--- src/hw/rtl/mva_pkg.sv ---
// mva_pkg: shared constants, opcodes and beat types for the voice allocator
// depends on nothing; used by midi_voice_allocator
package mva_pkg;

  localparam int NUM_VOICES      = 16;
  localparam int NUM_CHANNELS    = 16;
  localparam int PEDAL_THRESHOLD = 64;
  localparam int VOICE_W         = (NUM_VOICES > 1) ? $clog2(NUM_VOICES) : 1;
  localparam int CNT_W           = $clog2(NUM_VOICES + 1);
  localparam int AGE_W           = 32;
  localparam int CH_IDX_W        = $clog2(NUM_CHANNELS);

  typedef enum logic [2:0] {
    OP_NOTE_ON     = 3'd0,
    OP_NOTE_OFF    = 3'd1,
    OP_SUSTAIN     = 3'd2,
    OP_SOUND_OFF   = 3'd3,
    OP_NOTES_OFF   = 3'd4,
    OP_RESET_CTRL  = 3'd5,
    OP_VOICE_DONE  = 3'd6
  } opcode_t;

  typedef struct packed {
    logic [2:0] opcode;
    logic [4:0] channel;
    logic [6:0] note;
    logic       sample_present;
    logic [6:0] pedal_value;
    logic [3:0] finished_voice;
  } cmd_t;

  typedef struct packed {
    logic       allocated;
    logic [3:0] voice_index;
    logic       stole_voice;
    logic [4:0] active_count;
  } result_t;

  // one voice table entry as held in the memory
  typedef struct packed {
    logic             busy;
    logic [6:0]       note;
    logic [4:0]       channel;
    logic             held;
    logic             releasing;
    logic [AGE_W-1:0] age;
  } voice_t;

endpackage

--- src/hw/rtl/midi_voice_allocator.sv ---
// midi_voice_allocator: polyphonic voice table with oldest-voice stealing, depends on mva_pkg
// voice table lives in a one-read one-write synchronous memory, scanned once per event
// each event runs one scan of the table and, for a note on that takes a voice, a commit
// state after it; busy drops as done rises, so the next beat is taken at the edge
// that ends done; a new event is taken only after the last one has reported
// reset clears voices via valid bits, pedal flags and age clock directly; no result stall
module midi_voice_allocator (
  input  logic             clk,
  input  logic             rst,
  input  logic             start,
  output logic             busy,
  input  mva_pkg::cmd_t    cmd,
  output logic             done,
  output mva_pkg::result_t result
);

  typedef enum logic [1:0] {
    S_IDLE,
    S_SCAN,
    S_COMMIT
  } state_t;

  state_t                       state;
  mva_pkg::cmd_t                cmd_q;
  logic                         ch_ok;
  logic                         pedal_cur;
  logic [mva_pkg::CNT_W-1:0]    rd_cnt;
  logic                         proc_vld;
  logic [mva_pkg::VOICE_W-1:0]  proc_idx;
  logic                         free_found;
  logic [mva_pkg::VOICE_W-1:0]  free_idx;
  logic [mva_pkg::AGE_W-1:0]    min_age;
  logic [mva_pkg::VOICE_W-1:0]  min_idx;
  logic [mva_pkg::CNT_W-1:0]    busy_cnt;
  logic [mva_pkg::AGE_W-1:0]    age_clock;
  logic [mva_pkg::NUM_CHANNELS-1:0] pedal_down;

  // voice memory and its valid bits
  mva_pkg::voice_t              mem [mva_pkg::NUM_VOICES];
  logic [mva_pkg::NUM_VOICES-1:0] mem_ok;
  mva_pkg::voice_t              rd_data;
  logic                         rd_ok;

  logic                         mem_re;
  logic [mva_pkg::VOICE_W-1:0]  rd_addr;
  logic                         mem_we;
  logic [mva_pkg::VOICE_W-1:0]  wr_addr;
  mva_pkg::voice_t              wr_data;

  mva_pkg::voice_t              entry;
  mva_pkg::voice_t              entry_next;
  logic                         match;
  logic                         is_note_on;
  logic                         do_alloc;
  logic                         scan_end;
  logic                         in_ch_ok;
  logic [mva_pkg::CH_IDX_W-1:0] in_ch_idx;
  logic                         in_pedal;
  logic [mva_pkg::AGE_W-1:0]    age_next;
  logic [mva_pkg::VOICE_W-1:0]  tgt_idx;
  logic [mva_pkg::CNT_W-1:0]    alloc_cnt;

  function automatic logic [4:0] sat_count(input logic [mva_pkg::CNT_W-1:0] n);
    logic [4:0] r;
    r = (32'(n) > 32'd31) ? 5'd31 : 5'(n);
    return r;
  endfunction

  assign busy      = (state != S_IDLE);
  assign in_ch_ok  = (cmd.channel >= 5'd1) && (32'(cmd.channel) <= mva_pkg::NUM_CHANNELS);
  assign in_ch_idx = mva_pkg::CH_IDX_W'(cmd.channel - 5'd1);
  assign in_pedal  = (32'(cmd.pedal_value) >= mva_pkg::PEDAL_THRESHOLD);

  assign is_note_on = (cmd_q.opcode == mva_pkg::OP_NOTE_ON);
  assign do_alloc   = is_note_on && ch_ok && cmd_q.sample_present;
  assign age_next   = (age_clock == '1) ? age_clock : age_clock + 1'b1;
  assign tgt_idx    = free_found ? free_idx : min_idx;
  assign alloc_cnt  = busy_cnt + mva_pkg::CNT_W'(free_found);

  assign mem_re   = (state == S_SCAN) && (32'(rd_cnt) < mva_pkg::NUM_VOICES);
  assign rd_addr  = rd_cnt[mva_pkg::VOICE_W-1:0];
  assign scan_end = (state == S_SCAN) && !mem_re && !proc_vld;

  assign entry = rd_ok ? rd_data : '0;
  assign match = entry.busy && (entry.channel == cmd_q.channel);

  // per-voice update for the event held in cmd_q
  always_comb begin
    entry_next = entry;
    if (cmd_q.opcode == mva_pkg::OP_VOICE_DONE) begin
      if (32'(proc_idx) == 32'(cmd_q.finished_voice)) entry_next = '0;
    end else if (ch_ok) begin
      case (cmd_q.opcode)
        mva_pkg::OP_NOTE_OFF: begin
          if (match && entry.note == cmd_q.note && entry.held) begin
            entry_next.held = 1'b0;
            if (!pedal_cur) entry_next.releasing = 1'b1;
          end
        end
        mva_pkg::OP_SUSTAIN: begin
          if (!pedal_cur && match && !entry.held) entry_next.releasing = 1'b1;
        end
        mva_pkg::OP_SOUND_OFF: begin
          if (match) entry_next = '0;
        end
        mva_pkg::OP_NOTES_OFF: begin
          if (match) begin
            entry_next.held      = 1'b0;
            entry_next.releasing = 1'b1;
          end
        end
        mva_pkg::OP_RESET_CTRL: begin
          if (match && !entry.held) entry_next.releasing = 1'b1;
        end
        default: ;
      endcase
    end
  end

  // write port: scan write-back, or the new voice on commit
  always_comb begin
    mem_we  = 1'b0;
    wr_addr = proc_idx;
    wr_data = entry_next;
    if (state == S_COMMIT) begin
      mem_we            = 1'b1;
      wr_addr           = tgt_idx;
      wr_data           = '0;
      wr_data.busy      = 1'b1;
      wr_data.note      = cmd_q.note;
      wr_data.channel   = cmd_q.channel;
      wr_data.held      = 1'b1;
      wr_data.age       = age_next;
    end else if (state == S_SCAN && proc_vld && !is_note_on) begin
      mem_we = 1'b1;
    end
  end

  always_ff @(posedge clk) begin
    if (mem_we) mem[wr_addr] <= wr_data;
    if (mem_re) rd_data <= mem[rd_addr];
  end

  always_ff @(posedge clk) begin
    if (rst) begin
      mem_ok <= '0;
      rd_ok  <= 1'b0;
    end else begin
      if (mem_we) mem_ok[wr_addr] <= 1'b1;
      if (mem_re) rd_ok <= mem_ok[rd_addr];
    end
  end

  always_ff @(posedge clk) begin
    if (rst) begin
      state      <= S_IDLE;
      done       <= 1'b0;
      result     <= '0;
      rd_cnt     <= '0;
      proc_vld   <= 1'b0;
      age_clock  <= '0;
      pedal_down <= '0;
    end else begin
      case (state)
        S_IDLE: begin
          done <= 1'b0;
          if (start) begin
            cmd_q      <= cmd;
            ch_ok      <= in_ch_ok;
            rd_cnt     <= '0;
            proc_vld   <= 1'b0;
            free_found <= 1'b0;
            busy_cnt   <= '0;
            if (in_ch_ok && cmd.opcode == mva_pkg::OP_SUSTAIN) begin
              pedal_down[in_ch_idx] <= in_pedal;
              pedal_cur             <= in_pedal;
            end else if (in_ch_ok && cmd.opcode == mva_pkg::OP_RESET_CTRL) begin
              pedal_down[in_ch_idx] <= 1'b0;
              pedal_cur             <= 1'b0;
            end else begin
              pedal_cur <= pedal_down[in_ch_idx];
            end
            state <= S_SCAN;
          end
        end
        S_SCAN: begin
          proc_vld <= mem_re;
          proc_idx <= rd_addr;
          done     <= scan_end && !do_alloc;
          if (mem_re) rd_cnt <= rd_cnt + 1'b1;
          if (proc_vld) begin
            busy_cnt <= busy_cnt + mva_pkg::CNT_W'(entry_next.busy);
            if (!free_found && !entry.busy) begin
              free_found <= 1'b1;
              free_idx   <= proc_idx;
            end
            // strict less keeps the lowest index on equal ages
            if (proc_idx == '0 || entry.age < min_age) begin
              min_age <= entry.age;
              min_idx <= proc_idx;
            end
          end
          if (scan_end) begin
            if (do_alloc) begin
              state <= S_COMMIT;
            end else begin
              result <= '{allocated: 1'b0, voice_index: 4'd0, stole_voice: 1'b0,
                          active_count: sat_count(busy_cnt)};
              state  <= S_IDLE;
            end
          end
        end
        S_COMMIT: begin
          age_clock <= age_next;
          done      <= 1'b1;
          result    <= '{allocated: 1'b1, voice_index: 4'(tgt_idx),
                         stole_voice: !free_found, active_count: sat_count(alloc_cnt)};
          state     <= S_IDLE;
        end
        default: begin
          done  <= 1'b0;
          state <= S_IDLE;
        end
      endcase
    end
  end

endmodule

--- config.mk ---
export PLATFORM = sky130hd
export DESIGN_NAME = midi_voice_allocator
export DESIGN_NICKNAME = d
export VERILOG_FILES = /design/src/hw/rtl/mva_pkg.sv /design/src/hw/rtl/midi_voice_allocator.sv
export SDC_FILE = /design/constraint.sdc
export NUM_CORES = 1
export LEC_CHECK = 0
export BUFFER_PORTS_ARGS = -buffer_cell sky130_fd_sc_hd__clkbuf_2
export CAP_MARGIN = 20
export CELL_PAD_IN_SITES_DETAIL_PLACEMENT = 0
export CELL_PAD_IN_SITES_GLOBAL_PLACEMENT = 1
export CORE_ASPECT_RATIO = 1.2
export CORE_UTILIZATION = 25
export CTS_CLUSTER_SIZE = 12
export DETAILED_ROUTE_END_ITERATION = 6
export PLACE_DENSITY = 0.52
export REMOVE_ABC_BUFFERS = 1
export SYNTH_ARGS = -nofsm -noshare
export SYNTH_HDL_FRONTEND = slang
export SYNTH_SLANG_ARGS = --single-unit
--- constraint.sdc ---
create_clock -name clk -period 4.4 [get_ports clk]
set_clock_uncertainty 0.05 [all_clocks]
set_input_delay 0.88 -clock clk [delete_from_list [all_inputs] [get_ports clk]]
set_output_delay 0.88 -clock clk [all_outputs]
set_load 0.005 [all_outputs]
Yosys cells after proc, flatten, opt, wreduce, memory -nomap -nowiden
Memories as Yosys holds them, arrays and structs flattened. A register that Yosys moved wholly into a read port is not among the register bits.
Index checks and enable logic that the tools add are counted.
{"block": "totals", "regBits": 157, "in_bits": 30, "ramBits": 752, "word_cells": 165, "memories": 1}
{"name": "mem", "words": 16, "width": 47, "read_ports": 1, "rd_ports_with_merged_regs": 1, "wr": 1, "line_no": "midi_voice_allocator.sv:39", "rtl": "mva_pkg::voice_t mem [mva_pkg::NUM_VOICES];"}
{"block": "op_classes", "n_mux": 53, "add_sub_neg": 5, "bitwise": 4, "order_cmp": 10, "n_reduce_logical": 47, "eq_ne": 20}
{"op": "two-way mux 47 bit", "count": 6}
{"op": "two-way mux 32 bit", "count": 2}
{"op": "adder 32 x 1 -> 32 bit (second input constant)", "count": 1}
{"op": "== test 32 bit (second input constant)", "count": 1}
{"op": "< comparator 32 bit", "count": 1}
{"op": "two-way mux 16 bit", "count": 2}
{"op": "two-way mux 11 bit", "count": 2}
{"op": "one-hot mux 11 bit (2 select lines)", "count": 1}
{"op": "logical AND 1 bit", "count": 20}
{"op": "one-hot mux 5 bit (2 select lines)", "count": 2}
{"op": "bitwise AND 16 bit", "count": 1}
{"op": "bitwise mux 16 bit", "count": 1}
{"op": "two-way mux 1 bit", "count": 16}
{"op": "NOT 16 bit", "count": 1}
{"op": "bitwise OR 16 bit", "count": 1}
{"op": "< comparator 4 x 5 -> 1 bit (second input constant)", "count": 3}
{"op": "two-way mux 5 bit", "count": 3}
{"op": "two-way mux 13 bit", "count": 1}
{"op": "== test 3 bit (second input constant)", "count": 4}
{"op": "AND reduction 3 bit", "count": 4}
{"op": "AND reduction 4 bit", "count": 3}
{"op": "adder 5 x 1 -> 5 bit", "count": 2}
{"op": "two-way mux 2 bit", "count": 5}
{"op": "inequality test 2 bit (second input constant)", "count": 5}
{"op": "other kinds (31)", "count": 51}

Depth between registers and ports, before layout
{"block": "logic_depth", "depth_word": 12, "ltp_mapped": 11, "ltp_nobuf": 10}

Worst setup path after synthesis
Ideal clock, no wire load.
{"block": "synth_timing", "path_kind": "register -> register", "startpoint": "register free_found", "endpoint": "memory mem[2][0] in the netlist's numbering, enable pin", "synth_period_minus_slack_ns": 3.571, "path_slack_ns": 0.829, "required_time_ns": 3.917, "stages_incl_launch_ff": 7, "t_arrival_ns": 3.087, "path_cell_list": "edfxtp_1 -> clkbuf_1 -> mux2_2 -> mux2i_1 -> nor2b_1 -> nand2_1 -> nor2_1"}
{"block": "synth_via", "elab_chain_cells": 2}
{"item": "start: declaration", "line_no": "midi_voice_allocator.sv:30", "rtl": "logic free_found;"}
{"item": "start signal: assignment", "line_no": "midi_voice_allocator.sv:172", "rtl": "free_found <= 1'b0;"}
{"item": "start signal: assignment", "line_no": "midi_voice_allocator.sv:194", "rtl": "free_found <= 1'b1;"}
{"item": "two-way mux 4 bit", "line_no": "midi_voice_allocator.sv:77", "rtl": "assign tgt_idx = free_found ? free_idx : min_idx;"}
{"item": "two-way mux 4 bit", "line_no": "midi_voice_allocator.sv:125", "rtl": "if (state == S_COMMIT) begin"}
{"item": "end: declaration", "line_no": "midi_voice_allocator.sv:39"}
Every way passes these cells.

==> results.py <==
metrics = {
    "floorplanning": {
        "dieArea_um2": 127000,
        "ios": 43,
        "fp.dieW_um": 326,
        "die_y_um": 390,
        "initial_core_util_pct": 25.2,
        "core_area_um2": 125000,
        "core.rowCount": 142,
    },
    "critical_path": {
        "cp-end-kind": "flop",
        "slowest_stage": "and4_1",
        "critPathKind": "reg -> reg",
        "crit_chain": "ha_1 > nand3_4 > nor4_4 > and4_1 > nor4_1 > xor2_1 > a22o_1",
        "worstReg2RegStart": "age_clock[0]",
        "crit_required_ns": 4.71,
        "cp_top_family": "simple AND/OR/NAND/NOR gates",
        "cp_num_cells": 7,
        "r2r_end": "mem[13][31]",
        "startpoint": "age_clock[0]",
        "critPathMaxStageDelay_ns": 0.62,
        "crit_arrival_ns": 3.68,
        "reg2reg_slack_ns": 1.04,
        "path_max_fanout": 16,
        "reg2reg_depth": 7,
        "critical_path_buf_inv_count": 0,
        "startpoint_type": "flop",
    },
    "worst_hold_path": {
        "worstHoldEndpoint": "cmd_q[0]",
        "hp-class": "in -> reg",
        "hold_depth": 1,
        "hold_start": "cmd[0]",
    },
    "timing": {
        "slew_headroom_pct": 28.7,
        "final.setup.tns_ns": 0,
        "fin_crit_sh_pct": 76.4,
        "drv_slew": 0,
        "rsz0062_at_grt": "false",
        "fmax_ghz": 0.297,
        "hold_viol": 0,
        "min_period_ns": 3.36,
        "worstMarginPinSlew_ns": 1.07,
        "finalSetupViolCount": 0,
    },
    "final_layout": {
        "layout_common_cells": "edfxtp_1 (710), mux4_2 (195), nor2_1 (100)",
        "final_common_cell": "edfxtp_1",
        "n_antenna_cell": 0,
        "finalNetCount": 1838,
        "drive_gt1_share_pct": 22.5,
        "area_growth_pct": 16.1,
        "fin_cells": 3466,
    },
    "routing": {
        "via_count": 15700,
        "drc_errors": 0,
        "ant_nets": 0,
        "routed_wl_mm": 79.3,
        "top_layer": "met4",
        "drt_pass1_iterations": 5,
        "vias_per_cell": 4.52,
        "wl_met1_mm": 33.5,
        "wire_per_inst_um": 22.9,
        "met3WireLength_mm": 2.41,
        "met2WireLength_mm": 42.0,
        "initialDrtViolationCount": 1347,
    },
    "cts": {
        "cts_hold_buffers": 0,
        "post_cts_buffers": 0,
        "worstSkewPairLatency_ns": 0.66,
        "clock_path_buffers": 3,
        "htreeDepth": 3,
        "clock-root-buffer": "clkbuf_16",
        "cts_tree": "yes",
        "cts_buffers": 78,
        "clock_sinks": 779,
        "path_clk_slew_ns": 0.06,
        "cts_resized": 0,
    },
    "power_and_ir_drop": {
        "vdd_drop_max_uv": 281,
        "power_density_nw_per_um2": 403,
        "power.leakage_nw": 11.0,
    },
    "placement": {
        "hpwl_mm": 46.5,
        "routabilityCongestion": 0.777,
        "placed_cells": 3342,
        "io_buffers": 28,
    },
    "logic_synthesis": {
        "synthArstFlopShare_pct": 0,
        "synthCells": 1697,
        "netlist_area_um2": 31400,
        "yosys_warnings": 0,
        "ys_seq_area_share_pct": 72.2,
        "synth_top_cell_by_area": "edfxtp_1",
        "yosysTopAreaCellShare_pct": 67.8,
        "synth_area_leaders": "edfxtp_1 (68%), mux4_2 (14%), dfxtp_1 (4.4%)",
        "avgSynthCellArea_um2": 18.5,
        "synth_edf_count": 710,
        "synthFlopType": "edfxtp_1",
        "synth.distinct_cells": 60,
        "ys_ff_latch": 779,
    },
    "global_routing": {
        "grt_max_degree": 73,
        "grt_pass1_wl_mm": 117,
        "antenna_found_initial": 0,
        "grt_overflow": 0,
        "grt.total_usage_pct": 12.6,
        "grt_pass1_vias": 16800,
    },
    "run_status": {
        "status": "completed",
    },
    "flow_run": {
        "max_cap_violations": 0,
    },
}
[area by class of cell]
| cell class | count | area, µm² |
|---|---|---|
| multi-input cells | 782 | 8330 |
| well taps | 1656 | 2070 |
| clock buffers | 109 | 2110 |
| flip-flops and latches | 779 | 22700 |
| fillers | 12300 | 88200 |
| clock inverters | 13 | 170 |
| inverters | 44 | 165 |
| repair buffers | 83 | 920 |
[worst max path at each step]
stage / slack [ns] / to
after floorplan: -3.55 / rd_data[0]
after global placement: 1.06 / min_idx[2]
after detailed placement: 1.05 / mem[14][31]
after CTS: 1.02 / mem[14][31]
after global routing: 0.86 / mem[10][36]
final: 1.04 / mem[13][31]
[worst register-to-register path, stage by stage, from the launching register on]
cell	delay, ns
dfxtp_1	0.41
ha_1	0.26
nand3_4	0.14
nor4_4	0.54
and4_1	0.63
nor4_1	0.12
xor2_1	0.34
a22o_1	0.59
[flip-flops by register name, indices dropped and copies added (netlist names)]
signal      flops
age_clock      32
busy_cnt        5
ch_ok           1
cmd_q          13
done            1
free_found      1
free_idx        4
mem           608
mem_ok         16
min_age        32
min_idx         4
proc_idx        4
proc_vld        1
rd_cnt          5
rd_data        38
rd_ok           1
result         11
state           2
[stage by stage]
| stage | cell area, µm² | total power, mW | hold WS [ns] | util, % | setup WS [ns] |
|---|---|---|---|---|---|
| 2_1_floorplan | 31000 | 8.53 | 0.381 | - | -3.55 |
| 3_3_place_gp | 34200 | 8.61 | 0.395 | 27.4 | 1.06 |
| 3_5_place_dp | 34200 | 8.62 | 0.404 | 27.4 | 1.05 |
| 4_1_cts | 36500 | 14.9 | 0.308 | 29.2 | 1.02 |
| 5_1_grt | 36500 | 15.1 | 0.323 | 29.2 | 0.858 |
| 6_report | 36500 | 14.7 | 0.362 | 29.2 | 1.04 |
[cell usage after synthesis, drive strengths merged (2+ instances only)]
cell	number
o31ai	3
a32o	6
xor2	31
a22o	28
or2	3
nor2	117
edfxtp	710
and3	5
nor3b	2
o211ai	3
nand2b	6
o2bb2ai	2
ha	40
dfxtp	69
nor3	27
or3	8
a31oi	3
mux4	195
o21ai	11
mux2i	8
or4	3
and2	33
xnor2	30
a21o	12
clkbuf	63
a21oi	57
inv	44
nor4	14
nor2b	3
nand2	50
nand4	22
and4	6
a211oi	6
buf	29
nand3	34
nand3b	2
[cells by family after synthesis]
| logic type | count (synthesis) | share of synthesized area (%) |
|---|---|---|
| simple gates | 335 | 5.32 |
| buf+inv | 136 | 1.78 |
| xor+xnor | 61 | 1.70 |
| fa+ha+maj | 40 | 1.59 |
| flops | 779 | 72.2 |
| compound gates | 142 | 3.11 |
| mux | 204 | 14.3 |
[power by group]
group / internal (mW) / switching, mW / total (mW)
clock network: 3.50 / 2.74 / 6.24
registers: 8.02 / 0.0417 / 8.07
logic: 0.181 / 0.202 / 0.383
[routing by layer]
metal,global-route usage [%],up-vias
li1,-,6932
met1,15.5,8368
met2,22.8,281
met3,1.71,89
met4,3.45,0
met5,0,-
No activity file was read; power rests on OpenSTA's default activity.
